==> config.mk <==
export PLATFORM = sky130hd
export DESIGN_NAME = zobtt_front
export DESIGN_NICKNAME = d
export VERILOG_FILES = /design/src/rtl/zobtt_pkg.sv /design/src/rtl/zobtt_front.sv
export SDC_FILE = /design/constraint.sdc
export NUM_CORES = 1
export LEC_CHECK = 0
export BUFFER_PORTS_ARGS = -buffer_cell sky130_fd_sc_hd__buf_2
export CORE_MARGIN = 2
export CORE_UTILIZATION = 40
export DETAILED_ROUTE_END_ITERATION = 8
export GPL_ROUTABILITY_DRIVEN = 0
export SKIP_LAST_GASP = 1
export SLEW_MARGIN = 0
export SYNTH_ARGS = -nofsm -noshare
export SYNTH_HDL_FRONTEND = slang
export SYNTH_SLANG_ARGS = --single-unit
==> constraint.sdc <==
create_clock -name clk -period 12.2 [get_ports clk]
set_input_delay 0 -clock clk [delete_from_list [all_inputs] [get_ports clk]]
set_output_delay 0 -clock clk [all_outputs]
set_load 0.05 [all_outputs]
==> src/rtl/zobtt_pkg.sv <==
// ----------------------------------------------------------------------------
// Zobrist transposition table package
// Shared constants, operation codes and the queued item type.
// ----------------------------------------------------------------------------
package zobtt_pkg;

  localparam int INDEX_BITS  = 12;
  localparam int BOARD_SIDE  = 10;
  localparam int PIECE_KINDS = 4;
  localparam int KEY_WORDS   = PIECE_KINDS * BOARD_SIDE * BOARD_SIDE;
  localparam int SLOT_W      = $clog2(KEY_WORDS);
  localparam int TBL_DEPTH   = 1 << INDEX_BITS;

  localparam logic [2:0] OP_LOAD   = 3'd0;
  localparam logic [2:0] OP_CLEAR  = 3'd1;
  localparam logic [2:0] OP_TOGGLE = 3'd2;
  localparam logic [2:0] OP_MOVE   = 3'd3;
  localparam logic [2:0] OP_PROBE  = 3'd4;
  localparam logic [2:0] OP_STORE  = 3'd5;

  localparam logic [1:0] BND_EXACT = 2'd0;
  localparam logic [1:0] BND_LOWER = 2'd1;
  localparam logic [1:0] BND_UPPER = 2'd2;

  localparam logic [1:0] REG_WHITE_MAN  = 2'd0;
  localparam logic [1:0] REG_BLACK_MAN  = 2'd1;
  localparam logic [1:0] REG_WHITE_KING = 2'd2;
  localparam logic [1:0] REG_BLACK_KING = 2'd3;

  typedef struct packed {
    logic [2:0]        op;
    logic              a_ok;
    logic [SLOT_W-1:0] slot_a;
    logic              b_ok;
    logic [SLOT_W-1:0] slot_b;
    logic [31:0]       skey;
    logic [63:0]       lkey;
    logic [31:0]       sa;
    logic [31:0]       beta;
    logic [7:0]        depth;
    logic [1:0]        bound;
  } item_t;

endpackage

==> src/rtl/zobtt_front.sv <==
// ----------------------------------------------------------------------------
// Zobrist transposition table front end
// Accepts commands, resolves key slots and promotion, queues decoded items.
// ----------------------------------------------------------------------------
module zobtt_front import zobtt_pkg::*; (
  input  logic        clk,
  input  logic        rst,
  input  logic        accept,
  input  logic [2:0]  operation,
  input  logic [2:0]  kind,
  input  logic [3:0]  from_x,
  input  logic [3:0]  from_y,
  input  logic [3:0]  to_x,
  input  logic [3:0]  to_y,
  input  logic [31:0] short_key,
  input  logic [63:0] long_key,
  input  logic [31:0] score_or_alpha,
  input  logic [31:0] beta_bound,
  input  logic [7:0]  search_depth,
  input  logic [1:0]  bound_type,
  input  logic        cfg_we,
  input  logic [1:0]  cfg_index,
  input  logic [2:0]  cfg_data,
  input  logic        pop,
  output logic        q_valid,
  output logic        q_full,
  output item_t       q_head
);

  logic [2:0] white_man, black_man, white_king, black_king;
  item_t      fifo [2];
  logic       wr_ptr, rd_ptr;
  logic [1:0] count;
  item_t      dec;
  logic [2:0] dest;

  function automatic logic slot_ok(logic [2:0] k, logic [3:0] x, logic [3:0] y);
    return (k >= 3'd1) && (32'(k) <= PIECE_KINDS) &&
           (32'(x) < BOARD_SIDE) && (32'(y) < BOARD_SIDE);
  endfunction

  function automatic logic [SLOT_W-1:0] slot_of(logic [2:0] k, logic [3:0] x,
                                                  logic [3:0] y);
    int s;
    s = ((int'(k) - 1) * BOARD_SIDE + int'(x)) * BOARD_SIDE + int'(y);
    return SLOT_W'(s);
  endfunction

  always_comb begin
    dest = kind;
    if (to_y == 4'd0 && kind == white_man) dest = white_king;
    if (32'(to_y) == BOARD_SIDE - 1 && kind == black_man) dest = black_king;
    dec.op     = operation;
    dec.a_ok   = slot_ok(kind, from_x, from_y);
    dec.slot_a = slot_of(kind, from_x, from_y);
    dec.b_ok   = slot_ok(dest, to_x, to_y);
    dec.slot_b = slot_of(dest, to_x, to_y);
    dec.skey   = short_key;
    dec.lkey   = long_key;
    dec.sa     = score_or_alpha;
    dec.beta   = beta_bound;
    dec.depth  = search_depth;
    dec.bound  = bound_type;
  end

  assign q_valid = (count != 2'd0);
  assign q_full  = (count == 2'd2);
  assign q_head  = fifo[rd_ptr];

  always_ff @(posedge clk) begin
    if (accept) fifo[wr_ptr] <= dec;
  end

  always_ff @(posedge clk) begin
    if (rst) begin
      wr_ptr     <= 1'b0;
      rd_ptr     <= 1'b0;
      count      <= 2'd0;
      white_man  <= 3'd1;
      black_man  <= 3'd2;
      white_king <= 3'd3;
      black_king <= 3'd4;
    end else begin
      if (accept) wr_ptr <= ~wr_ptr;
      if (pop) rd_ptr <= ~rd_ptr;
      count <= count + {1'b0, accept} - {1'b0, pop};
      if (cfg_we) begin
        case (cfg_index)
          REG_WHITE_MAN:  white_man  <= cfg_data;
          REG_BLACK_MAN:  black_man  <= cfg_data;
          REG_WHITE_KING: white_king <= cfg_data;
          REG_BLACK_KING: black_king <= cfg_data;
          default: ;
        endcase
      end
    end
  end

  a_no_overflow: assert property (@(posedge clk) disable iff (rst)
    q_full |-> !accept || pop) else $error("queue overflow");
  a_no_underflow: assert property (@(posedge clk) disable iff (rst)
    pop |-> q_valid) else $error("queue underflow");
  a_count_range: assert property (@(posedge clk) disable iff (rst)
    count != 2'd3) else $error("queue count out of range");

endmodule

Word-level counts from Yosys, hierarchy flattened. Memories as Yosys holds them, arrays and structs flattened. A register that Yosys moved wholly into a read port is not among the register bits. Index checks and enable logic that the tools add are counted.

Bitwise operators: 2. Eq/ne operators: 7. Add/sub/neg operators: 8. Divide/modulo/power cells: 0. Reductions and logical operators: 15. Multiply operators: 4. Shifts and indexed selects: 0. Mux-type cells: 6. Magnitude comparators: 8.

Operators with widths (number): $add 9x5->10 (2); $mul 10x4->8 const B (2); $add 9x5->9 (2); $lt 4x4->1 const B (4); $mul 4x4->8 const B (2); $logic_and 1x1->1 (8); $reduce_and 2->1 (4); $sub 3x1->4 const B (2); $eq 2x2->1 const B (3); $eq 3x3->1 (2); $ge 3x1->1 const B (2); $le 3x3->1 const B (2); $mux 3 (2); $eq 4x4->1 const B (1); $logic_not 4->1 (1); $mux 1 (4); $add 2x1->2 (1); $eq 2x1->1 const B (1); $logic_not 2->1 (1); $not 1->1 (2); $reduce_bool 2->1 (1); $sub 2x1->2 (1).

Flip-flop bits (word level): 16. Latch bits: 0. Memory bits (writable): 386. Memories kept: 1. Logic and storage cells: 58. Memory bits (read-only): 0. Output and inout port bits: 195.

Memories: fifo (words 2, bits a word 193, rd ports 1, clocked after Yosys merged registers in 1, write ports 1, line zobtt_front.sv:31) `item_t fifo [2];`.

Longest topological paths before layout. Gate-level depths: netlist (run 1).

Depth after elaboration: 9. Mapped depth: 22.

Least setup slack after synthesis (run 1). Ideal clock, no wire load.

Path kind: register to register. Start: reg wr_ptr. End: mem fifo[0][0] in the netlist's numbering, enable pin. Period minus slack after synthesis: 9.613 ns. Slack: 2.587 ns. Required time: 11.428 ns. Arrival: 8.840 ns. Cell stages (with the launch flop): 2. Setup time: 0.772 ns. Buffers on the path: 0. Cells stage by stage: dfxtp_1 > nor2b_1.

RTL lines: start, declared (line zobtt_front.sv:32) `logic wr_ptr, rd_ptr;`; start signal, assigned (line zobtt_front.sv:84) `if (accept) wr_ptr <= ~wr_ptr;`; end, declared (line zobtt_front.sv:31).

No word-level cell before the write port.

==> results.json, run 1 <==
{
  "yosys_warnings": 0,
  "synthTopCellsByArea": "edfxtp_1 (72%), mux2_2 (13%), ha_1 (3.6%), dfxtp_1 (2.1%), xnor2_1 (1.7%)",
  "coreArea_sq_um": 39800,
  "grt_setup_unrepaired": "no",
  "portBuffers": 396,
  "finalPower_mw": 3.93,
  "outcome": "finished clean",
  "clk_pin_slew_worst_paths_ns": 0.06,
  "clkLatencyLatePin_ns": 0.55,
  "cts_made_buffers": 43,
  "grt-ovfl-total": 0,
  "wl_um": 37300,
  "cap_violations": 0,
  "firstDrtPassIters": 4,
  "clock-root-buffer": "clkbuf_16",
  "drc": 0,
  "async_reset_ff_frac": 0,
  "cts_num_sinks": 403,
  "die_h_um": 205,
  "r2r_setup_slack_ns": 7.20,
  "rows": 73,
  "drv_slew": 0,
  "setup_viol": 0,
  "period_needed_ns": 5.00,
  "via_count": 9712,
  "n_fill_cell": 3199,
  "synth_cell_type_count": 43,
  "grt_pass1_wl_um": 55100,
  "critPathCaptureType": "flip-flop",
  "synth_top_area_frac": 0.716,
  "area_delta_synth_final_pct": 37.3,
  "ir_worst_vdd_mv": 0.149,
  "via_per_inst": 4.74,
  "tns_ns": 0,
  "ys_seq_area_frac": 0.737,
  "drt-initial-drc-count": 476,
  "antenna_found_initial": 1,
  "first_global_vias": 10023,
  "crit_required_ns": 12.48,
  "leakage_nw": 8.68,
  "startpoint": "black_man[2]$_SDFFE_PP0P_",
  "ys_seq_elements": 403,
  "start_util": 0.407,
  "min-delay-start": "to_y[3]",
  "finalNonFillerCells": 2051,
  "io_pins": 397,
  "netlist_area_sq_um": 16200,
  "fin_skew_ns": 0.0111,
  "arrival_ns": 5.27,
  "dp.cells": 1765,
  "power_density_nw_per_um2": 177,
  "max_slew_margin": 0.0842,
  "worst-setup-path-type": "reg2reg",
  "cts_max_path_buffers": 3,
  "syn-num-nets": 1118,
  "timing.fmax_mhz": 200,
  "synth_edf_count": 386,
  "dieArea_sq_um": 42100,
  "critPathLaunchType": "flip-flop",
  "syn_avg_cell_area_sq_um": 18.8,
  "die_w_um": 205,
  "worst_pin_slew_ns": 1.37,
  "cp_max_fo": 6,
  "yosys_most_used_dff": "edfxtp_1",
  "nNetsFinal": 1749,
  "min_path_type": "in2reg",
  "post_route_cells_drive_above_1_share": 0.436,
  "yosys.area.top_type": "edfxtp_1",
  "cts.repair.resized": 0,
  "post-route-period-util": 0.410,
  "final-hold-violation-count": 0,
  "syn_inst": 861,
  "postRouteAntennaNets": 0,
  "rr_startpoint": "black_man[2]$_SDFFE_PP0P_",
  "tritoncts": "yes",
  "htree_levels": 2,
  "grt_max_degree": 180,
  "hpwl_um": 23800,
  "grt_usage": 0.172,
  "final_common_cell": "buf_2",
  "routedWlPerCell_um": 18.2,
  "layout_common_cells": "buf_2 (396), edfxtp_1 (386), dlygate4sd3_1 (207)"
}
-- critical path, stage by stage, from the launching register on --
cell and delay (ns):
dfxtp_1 0.32, xnor2_1 0.28, nand4_4 0.18, or2_1 0.29, nand2_2 0.13, inv_2 0.06, and2_1 0.15, ha_1 0.26
inv_1 0.05, ha_1 0.27, ha_1 0.33, and3_1 0.20, a31oi_1 0.26, xnor2_1 0.14, ha_1 0.32, inv_1 0.06
fa_1 0.46, inv_1 0.07, a21o_1 0.11, a21oi_1 0.07, xnor2_1 0.13, xnor2_1 0.21, xnor3_1 0.37
-- cell type report --
type	instances	area (sq um)	share of cell area
flip-flops and latches	403	11900	0.537
well taps	525	657	0.0295
repair buffers	609	4110	0.185
clock inverters	21	174	0.00782
multi-input cells	405	4070	0.183
diodes	1	2.50	0.000113
inverters	30	113	0.00506
clock buffers	57	1170	0.0527
-- cells by family (layout without fill, tap and decap cells) --
kind of cell / after synthesis / count (layout) / synth area share
AOI/OAI and AO/OA: 39 / 39 / 0.0166
xor gates and xnor gates: 44 / 44 / 0.0247
adders and majority gates: 55 / 55 / 0.0462
buffers and inverters: 53 / 717 / 0.0123
DFF: 403 / 403 / 0.737
muxes: 204 / 204 / 0.141
other: 0 / 1 / 0
and+or+nand+nor: 63 / 63 / 0.0222
-- registers in the layout (all words and copies together) (netlist names), named ones only --
signal / count
wr_ptr: 1
count: 2
rd_ptr: 1
white_king: 3
white_man: 3
black_man: 3
black_king: 3
fifo: 386
-- Yosys cell counts, drive strengths merged (5+ instances only) --
cell type,count
a21o,13
a21oi,11
clkbuf,21
dfxtp,17
edfxtp,386
fa,8
ha,47
inv,30
mux2,193
mux2i,11
nand2,10
nor2,22
nor2b,6
o21ai,5
xnor2,31
xor2,12
-- per-layer routing --
layer	global-route usage	part of all wire	vias up
met3	0.0502	0.077	76
met2	0.290	0.49	303
met1	0.210	0.41	4762
met5	0	0.00035	-
met4	0.0617	0.031	2
li1	-	-	4569
-- path summary, 6_finish.rpt --
path | end | cells past startpoint
setup / recovery | fifo[0][178]$_DFFE_PP_ | 22
setup reg to reg | fifo[0][178]$_DFFE_PP_ | 22
hold / removal | fifo[0][173]$_DFFE_PP_ | 3
hold reg to reg | white_king[1]$_SDFFE_PP1P_ | 1
-- metrics by stage --
step | setup slack [ns] | util | hold WS [ns] | instance area [sq um]
detailed placement | 7.20 | 0.472 | 0.191 | 18800
global route | 6.87 | 0.558 | 0.0775 | 22200
finish | 7.20 | 0.558 | 0.0615 | 22200
CTS | 7.17 | 0.558 | 0.0364 | 22200
floorplan | 2.59 | - | 0.0989 | 16200
global placement | 7.33 | 0.472 | 0.187 | 18800
-- report_power, final --
| part | total (mW) | internal, mW | switching (mW) |
|---|---|---|---|
| logic | 0.986 | 0.349 | 0.637 |
| registers | 1.70 | 1.67 | 0.0249 |
| clock network | 1.25 | 0.737 | 0.512 |
-- timing repair --
action | CTS | global route
setup buffers | 0 | 0
hold buffers | 207 | 0
hold endpoints to repair | 393 | 0
(Power assumes the default switching activity.)
==> run 2: changes to the inputs <==
ABC_AREA = 1   (was unset)
clock period = 4.5 ns   (was 12.2 ns; I/O delays follow)
==> results.json, run 2 <==
{
  "outcome": "finished clean",
  "r2r_setup_slack_ns": 0.11,
  "finalNonFillerCells": 2195,
  "max_slew_margin": 0.324,
  "yosys.area.top_type": "edfxtp_1",
  "die_w_um": 207,
  "dp_slack_ns": -0.0961,
  "worst-setup-path-type": "reg2reg",
  "area_delta_synth_final_pct": 39.6,
  "place_area_sq_um": 19100,
  "first_global_vias": 10585,
  "clk_pin_slew_worst_paths_ns": 0.06,
  "htree_levels": 2,
  "drv_slew": 0,
  "post_route_cells_drive_above_1_share": 0.449,
  "cts_max_path_buffers": 3,
  "final_area_sq_um": 22900,
  "synth_edf_count": 386,
  "tritoncts": "yes",
  "leakage_nw": 9.01,
  "grt_setup_unrepaired": "yes",
  "clock-root-buffer": "clkbuf_16",
  "antenna_found_initial": 4,
  "via_per_inst": 4.74,
  "setup_viol": 0,
  "routedWlPerCell_um": 18.0,
  "ys_seq_area_frac": 0.727,
  "rows": 74,
  "die_h_um": 207,
  "rr_startpoint": "black_man[0]$_SDFFE_PP0P_",
  "dp.cells": 1899,
  "largest_reg_flops": 386,
  "crit_required_ns": 4.82,
  "worst_pin_slew_ns": 1.01,
  "netlist_area_sq_um": 16400,
  "n_fill_cell": 3317,
  "timing.fmax_mhz": 228,
  "synth_cell_type_count": 32,
  "wl_um": 39400,
  "max_stage_delay_ns": 0.47,
  "syn_avg_cell_area_sq_um": 16.8,
  "cts_num_sinks": 403,
  "synth.most_common_cell": "edfxtp_1",
  "yosys_warnings": 0,
  "final-hold-violation-count": 0,
  "fin_skew_ns": 0.0130,
  "cts_made_buffers": 45,
  "internal-power_mw": 7.41,
  "drc": 0,
  "period_needed_ns": 4.39,
  "multi_input_area_sq_um": 4410,
  "syn_inst": 977,
  "hpwl_um": 26200,
  "cap_violations": 0,
  "setup_ws_ns": 0.114,
  "seqCellArea_sq_um": 11900,
  "tns_ns": 0,
  "dieArea_sq_um": 42600,
  "power_density_nw_per_um2": 466,
  "critPathCaptureType": "flip-flop",
  "portBuffers": 396,
  "ir_worst_vdd_mv": 0.279,
  "yosys_most_used_dff": "edfxtp_1",
  "drt-initial-drc-count": 513,
  "start_util": 0.404,
  "syn-num-nets": 1234,
  "grt_pass1_wl_um": 57400,
  "power.share.sequential": 0.427,
  "final_core_util": 0.563,
  "p_clk_frac": 0.316,
  "switching_power_mw": 3.26,
  "netlist_top_cells_count": "edfxtp_1 (386), mux2_2 (193), nand2_1 (83)",
  "critPathLaunchType": "flip-flop",
  "p_comb_frac": 0.256,
  "startpoint": "black_man[0]$_SDFFE_PP0P_",
  "synthTopCellsByArea": "edfxtp_1 (71%), mux2_2 (13%), ha_1 (3.6%), dfxtp_1 (2.1%), nand2_1 (1.9%)",
  "grt_usage": 0.176,
  "postRouteAntennaNets": 0,
  "clkLatencyLatePin_ns": 0.56,
  "final_common_cell": "buf_2",
  "worst_path_max_delay_cell": "fa_2",
  "grt-ovfl-total": 0,
  "ys_seq_elements": 403,
  "via_count": 10394,
  "top_register": "fifo",
  "arrival_ns": 4.70,
  "swShare": 0.305,
  "synth_top_area_frac": 0.707,
  "post-route-period-util": 0.975,
  "layout_common_cells": "buf_2 (396), edfxtp_1 (386), dlygate4sd3_1 (202)",
  "nNetsFinal": 1882,
  "coreArea_sq_um": 40600,
  "cp_max_fo": 5,
  "min-delay-start": "from_x[0]",
  "io_pins": 397,
  "async_reset_ff_frac": 0,
  "firstDrtPassIters": 4,
  "grt_max_degree": 114,
  "min_path_type": "in2reg"
}
run 2: critical path: cells and delay by family (launching register included):
kind	cells	cell delay (ns)
buffers and inverters	7	0.56
adder cells (fa/ha/maj)	6	1.60
XOR/XNOR	2	0.33
flip-flops	1	0.32
AND/OR/NAND/NOR	11	1.03
AO/OA/AOI/OAI	2	0.30
run 2: stage by stage:
step / hold WS, ns / power (mW)
6_report: 0.0658 / 10.7
5_1_grt: 0.0699 / 11.2
4_1_cts: 0.0393 / 10.6
3_5_place_dp: 0.191 / 7.04
3_3_place_gp: 0.188 / 7.00
2_1_floorplan: 0.0712 / 6.43
run 2: metal layers:
metal / vias to the layer above / global-route usage / wire (um)
met5: - / 0 / 11
met4: 2 / 0.0559 / 1070
met3: 80 / 0.0486 / 2980
met2: 310 / 0.309 / 19900
met1: 5074 / 0.208 / 15400
li1: 4928 / - / -
run 2: final timing paths:
path	to	cells past startpoint
worst max register to register	fifo[0][178]$_DFFE_PP_	28
worst min register to register	white_man[1]$_SDFFE_PP0P_	2
worst min-delay path	fifo[1][182]$_DFFE_PP_	3
worst max-delay path	fifo[0][178]$_DFFE_PP_	28
run 2: power by group through the flow:
stage | logic, mW | registers [mW] | clock network (mW)
after floorplan | 1.82 | 4.61 | 0
after global placement | 2.37 | 4.63 | 0
after detailed placement | 2.40 | 4.64 | 0
after CTS | 2.58 | 4.56 | 3.48
after global routing | 2.96 | 4.59 | 3.61
final | 2.74 | 4.56 | 3.38
run 2: cells by family (layout without fill, tap and decap cells):
family / Yosys count / after routing / share of synthesized area
AO/OA/AOI/OAI: 36 / 36 / 0.0115
XOR/XNOR: 22 / 22 / 0.0117
adder cells (fa/ha/maj): 55 / 55 / 0.0456
buffers and inverters: 93 / 776 / 0.0226
flip-flops: 403 / 403 / 0.727
multiplexers: 193 / 193 / 0.132
other: 0 / 3 / 0
AND/OR/NAND/NOR: 175 / 175 / 0.0487
run 2: timing repair:
item / 4_1_cts / 5_1_grt
pin swaps: 7 / 37
buffers inserted: 2 / 7
gates resized for setup: 9 / 55
hold buffers: 202 / 0
setup endpoints to repair: 2 / 2
hold endpoints to repair: 392 / 0
run 2: final cells by class:
class / count / share of cell area
diodes: 3 / 0.000328
clock buffers: 64 / 0.0536
clock inverters: 18 / 0.00579
inverters: 71 / 0.0119
multi-input cells: 481 / 0.193
flip-flops and latches: 403 / 0.521
well taps: 532 / 0.0291
repair buffers: 623 / 0.185
==> run 3: changes to the inputs <==
ABC_AREA = unset   (was 1)
PLACE_DENSITY_LB_ADDON = 0.25   (was unset)
==> results.json, run 3 (synthesis gave the netlist of run 1 again) <==
{
  "outcome": "finished clean",
  "grt_busiest_layer": "met2",
  "postRouteAntennaNets": 0,
  "tns_ns": 0,
  "die_h_um": 205,
  "dieArea_sq_um": 42100,
  "via_per_inst": 4.74,
  "worst_pin_slew_ns": 1.21,
  "post-route-period-util": 0.976,
  "seqCellArea_sq_um": 11900,
  "cts_made_buffers": 43,
  "via_count": 9871,
  "gr-usage-met1": 0.193,
  "cts_num_sinks": 403,
  "nNetsFinal": 1781,
  "setup_viol": 0,
  "tritoncts": "yes",
  "power_density_nw_per_um2": 476,
  "dp_slack_ns": -0.258,
  "leakage_nw": 8.85,
  "hpwl_um": 22900,
  "layout_common_cells": "buf_2 (396), edfxtp_1 (386), dlygate4sd3_1 (202)",
  "fin_skew_ns": 0.00574,
  "top_register": "fifo",
  "grt_setup_unrepaired": "yes",
  "clkLatencyLatePin_ns": 0.55,
  "whs_ns": 0.122,
  "final_common_cell": "buf_2",
  "start_util": 0.407,
  "drt-initial-drc-count": 443,
  "n_fill_cell": 3157,
  "critPathLaunchType": "flip-flop",
  "largest_reg_flops": 386,
  "grt_max_degree": 160,
  "io_pins": 397,
  "cp_max_fo": 3,
  "multi_input_area_sq_um": 4310,
  "drc": 0,
  "wl_um": 36300,
  "place_area_sq_um": 19100,
  "setup_ws_ns": 0.107,
  "grt-ovfl-total": 0,
  "period_needed_ns": 4.39,
  "met3_usage": 0.0417,
  "coreArea_sq_um": 39800,
  "critPathCaptureType": "flip-flop",
  "final_area_sq_um": 22700,
  "clock-root-buffer": "clkbuf_16",
  "post_route_cells_drive_above_1_share": 0.475,
  "clk_pin_slew_worst_paths_ns": 0.06,
  "grt_util_met2": 0.288,
  "grt_usage": 0.165,
  "htree_levels": 2,
  "first_global_vias": 10282,
  "grt_pass1_wl_um": 53600,
  "crit_required_ns": 4.78,
  "final-hold-violation-count": 0,
  "cts_max_path_buffers": 3,
  "max_slew_margin": 0.195,
  "firstDrtPassIters": 4,
  "die_w_um": 205,
  "arrival_ns": 4.67,
  "drv_slew": 0,
  "ir_worst_vdd_mv": 0.396,
  "area_delta_synth_final_pct": 40.3,
  "final_core_util": 0.570,
  "worst-setup-path-type": "reg2reg",
  "routedWlPerCell_um": 17.4,
  "timing.fmax_mhz": 228,
  "portBuffers": 396,
  "rows": 73,
  "antenna_found_initial": 0,
  "cap_violations": 0,
  "min_path_type": "in2reg"
}
-- run 3: cell types whose count changed in the layout (fill, tap and decap cells not counted), sizes merged, moves of 8 or more --
cell and change:
mux2i +11, a21o +13, nor2 -8, o21ai -10, buf +18, nand3 -35, xnor2 +25, nand2 -81
clkbuf -9, inv -39
-- run 3: per-layer routing --
layer	vias to the layer above	share of wire
met5	-	0
met4	0	0.033
met3	69	0.067
met2	277	0.51
met1	4888	0.39
li1	4637	-
-- run 3: worst max-delay path: stages (launching register included) --
cell and delay, ns:
dfxtp_2 0.33, xnor2_2 0.20, nand4_1 0.18, buf_4 0.19, mux2i_1 0.11, a21o_2 0.22
ha_4 0.27, inv_2 0.05, ha_4 0.26, ha_4 0.20, a21o_1 0.18, a31oi_4 0.18
xnor2_2 0.15, ha_1 0.28, buf_4 0.14, ha_1 0.28, a21o_1 0.19, a21oi_4 0.17
xnor2_2 0.14, nand2_1 0.09, nor2_2 0.09, xnor3_1 0.23
-- run 3: what timing repair did --
action,CTS,global route
hold endpoints to repair,381,0
endpoints found under the setup margin,4,4
hold buffers,202,0
gates resized for setup,14,26
pin swaps,11,33
setup buffers,3,5
-- run 3: layout make-up --
type,count,share of cell area
flip-flops and latches,403,0.526
repair buffers,641,0.194
multi-input cells,405,0.190
clock buffers,55,0.0503
well taps,525,0.0289
clock inverters,23,0.00639
inverters,30,0.00496
diodes,2,0.000220
-- run 3: final timing paths --
path,start,end,slack [ns],cells past startpoint
hold reg to reg,white_king[1]$_SDFFE_PP1P_,white_king[1]$_SDFFE_PP1P_,0.48,1
setup reg to reg,white_man[1]$_SDFFE_PP0P_,fifo[0][178]$_DFFE_PP_,0.11,21
hold / removal,to_y[1],fifo[0][179]$_DFFE_PP_,0.12,5
setup / recovery,white_man[1]$_SDFFE_PP0P_,fifo[0][178]$_DFFE_PP_,0.11,21
-- run 3: report_power, final --
group | internal [mW] | switching [mW]
clock network | 1.85 | 1.38
registers | 4.54 | 0.0612
logic | 1.16 | 1.82
total | 7.55 | 3.26
-- run 3: metrics by stage --
stage,std cells,power (mW)
floorplan,861,6.61
global placement,1794,7.29
detailed placement,1794,7.33
CTS,2077,10.8
global route,2082,11.3
finish,2084,10.8
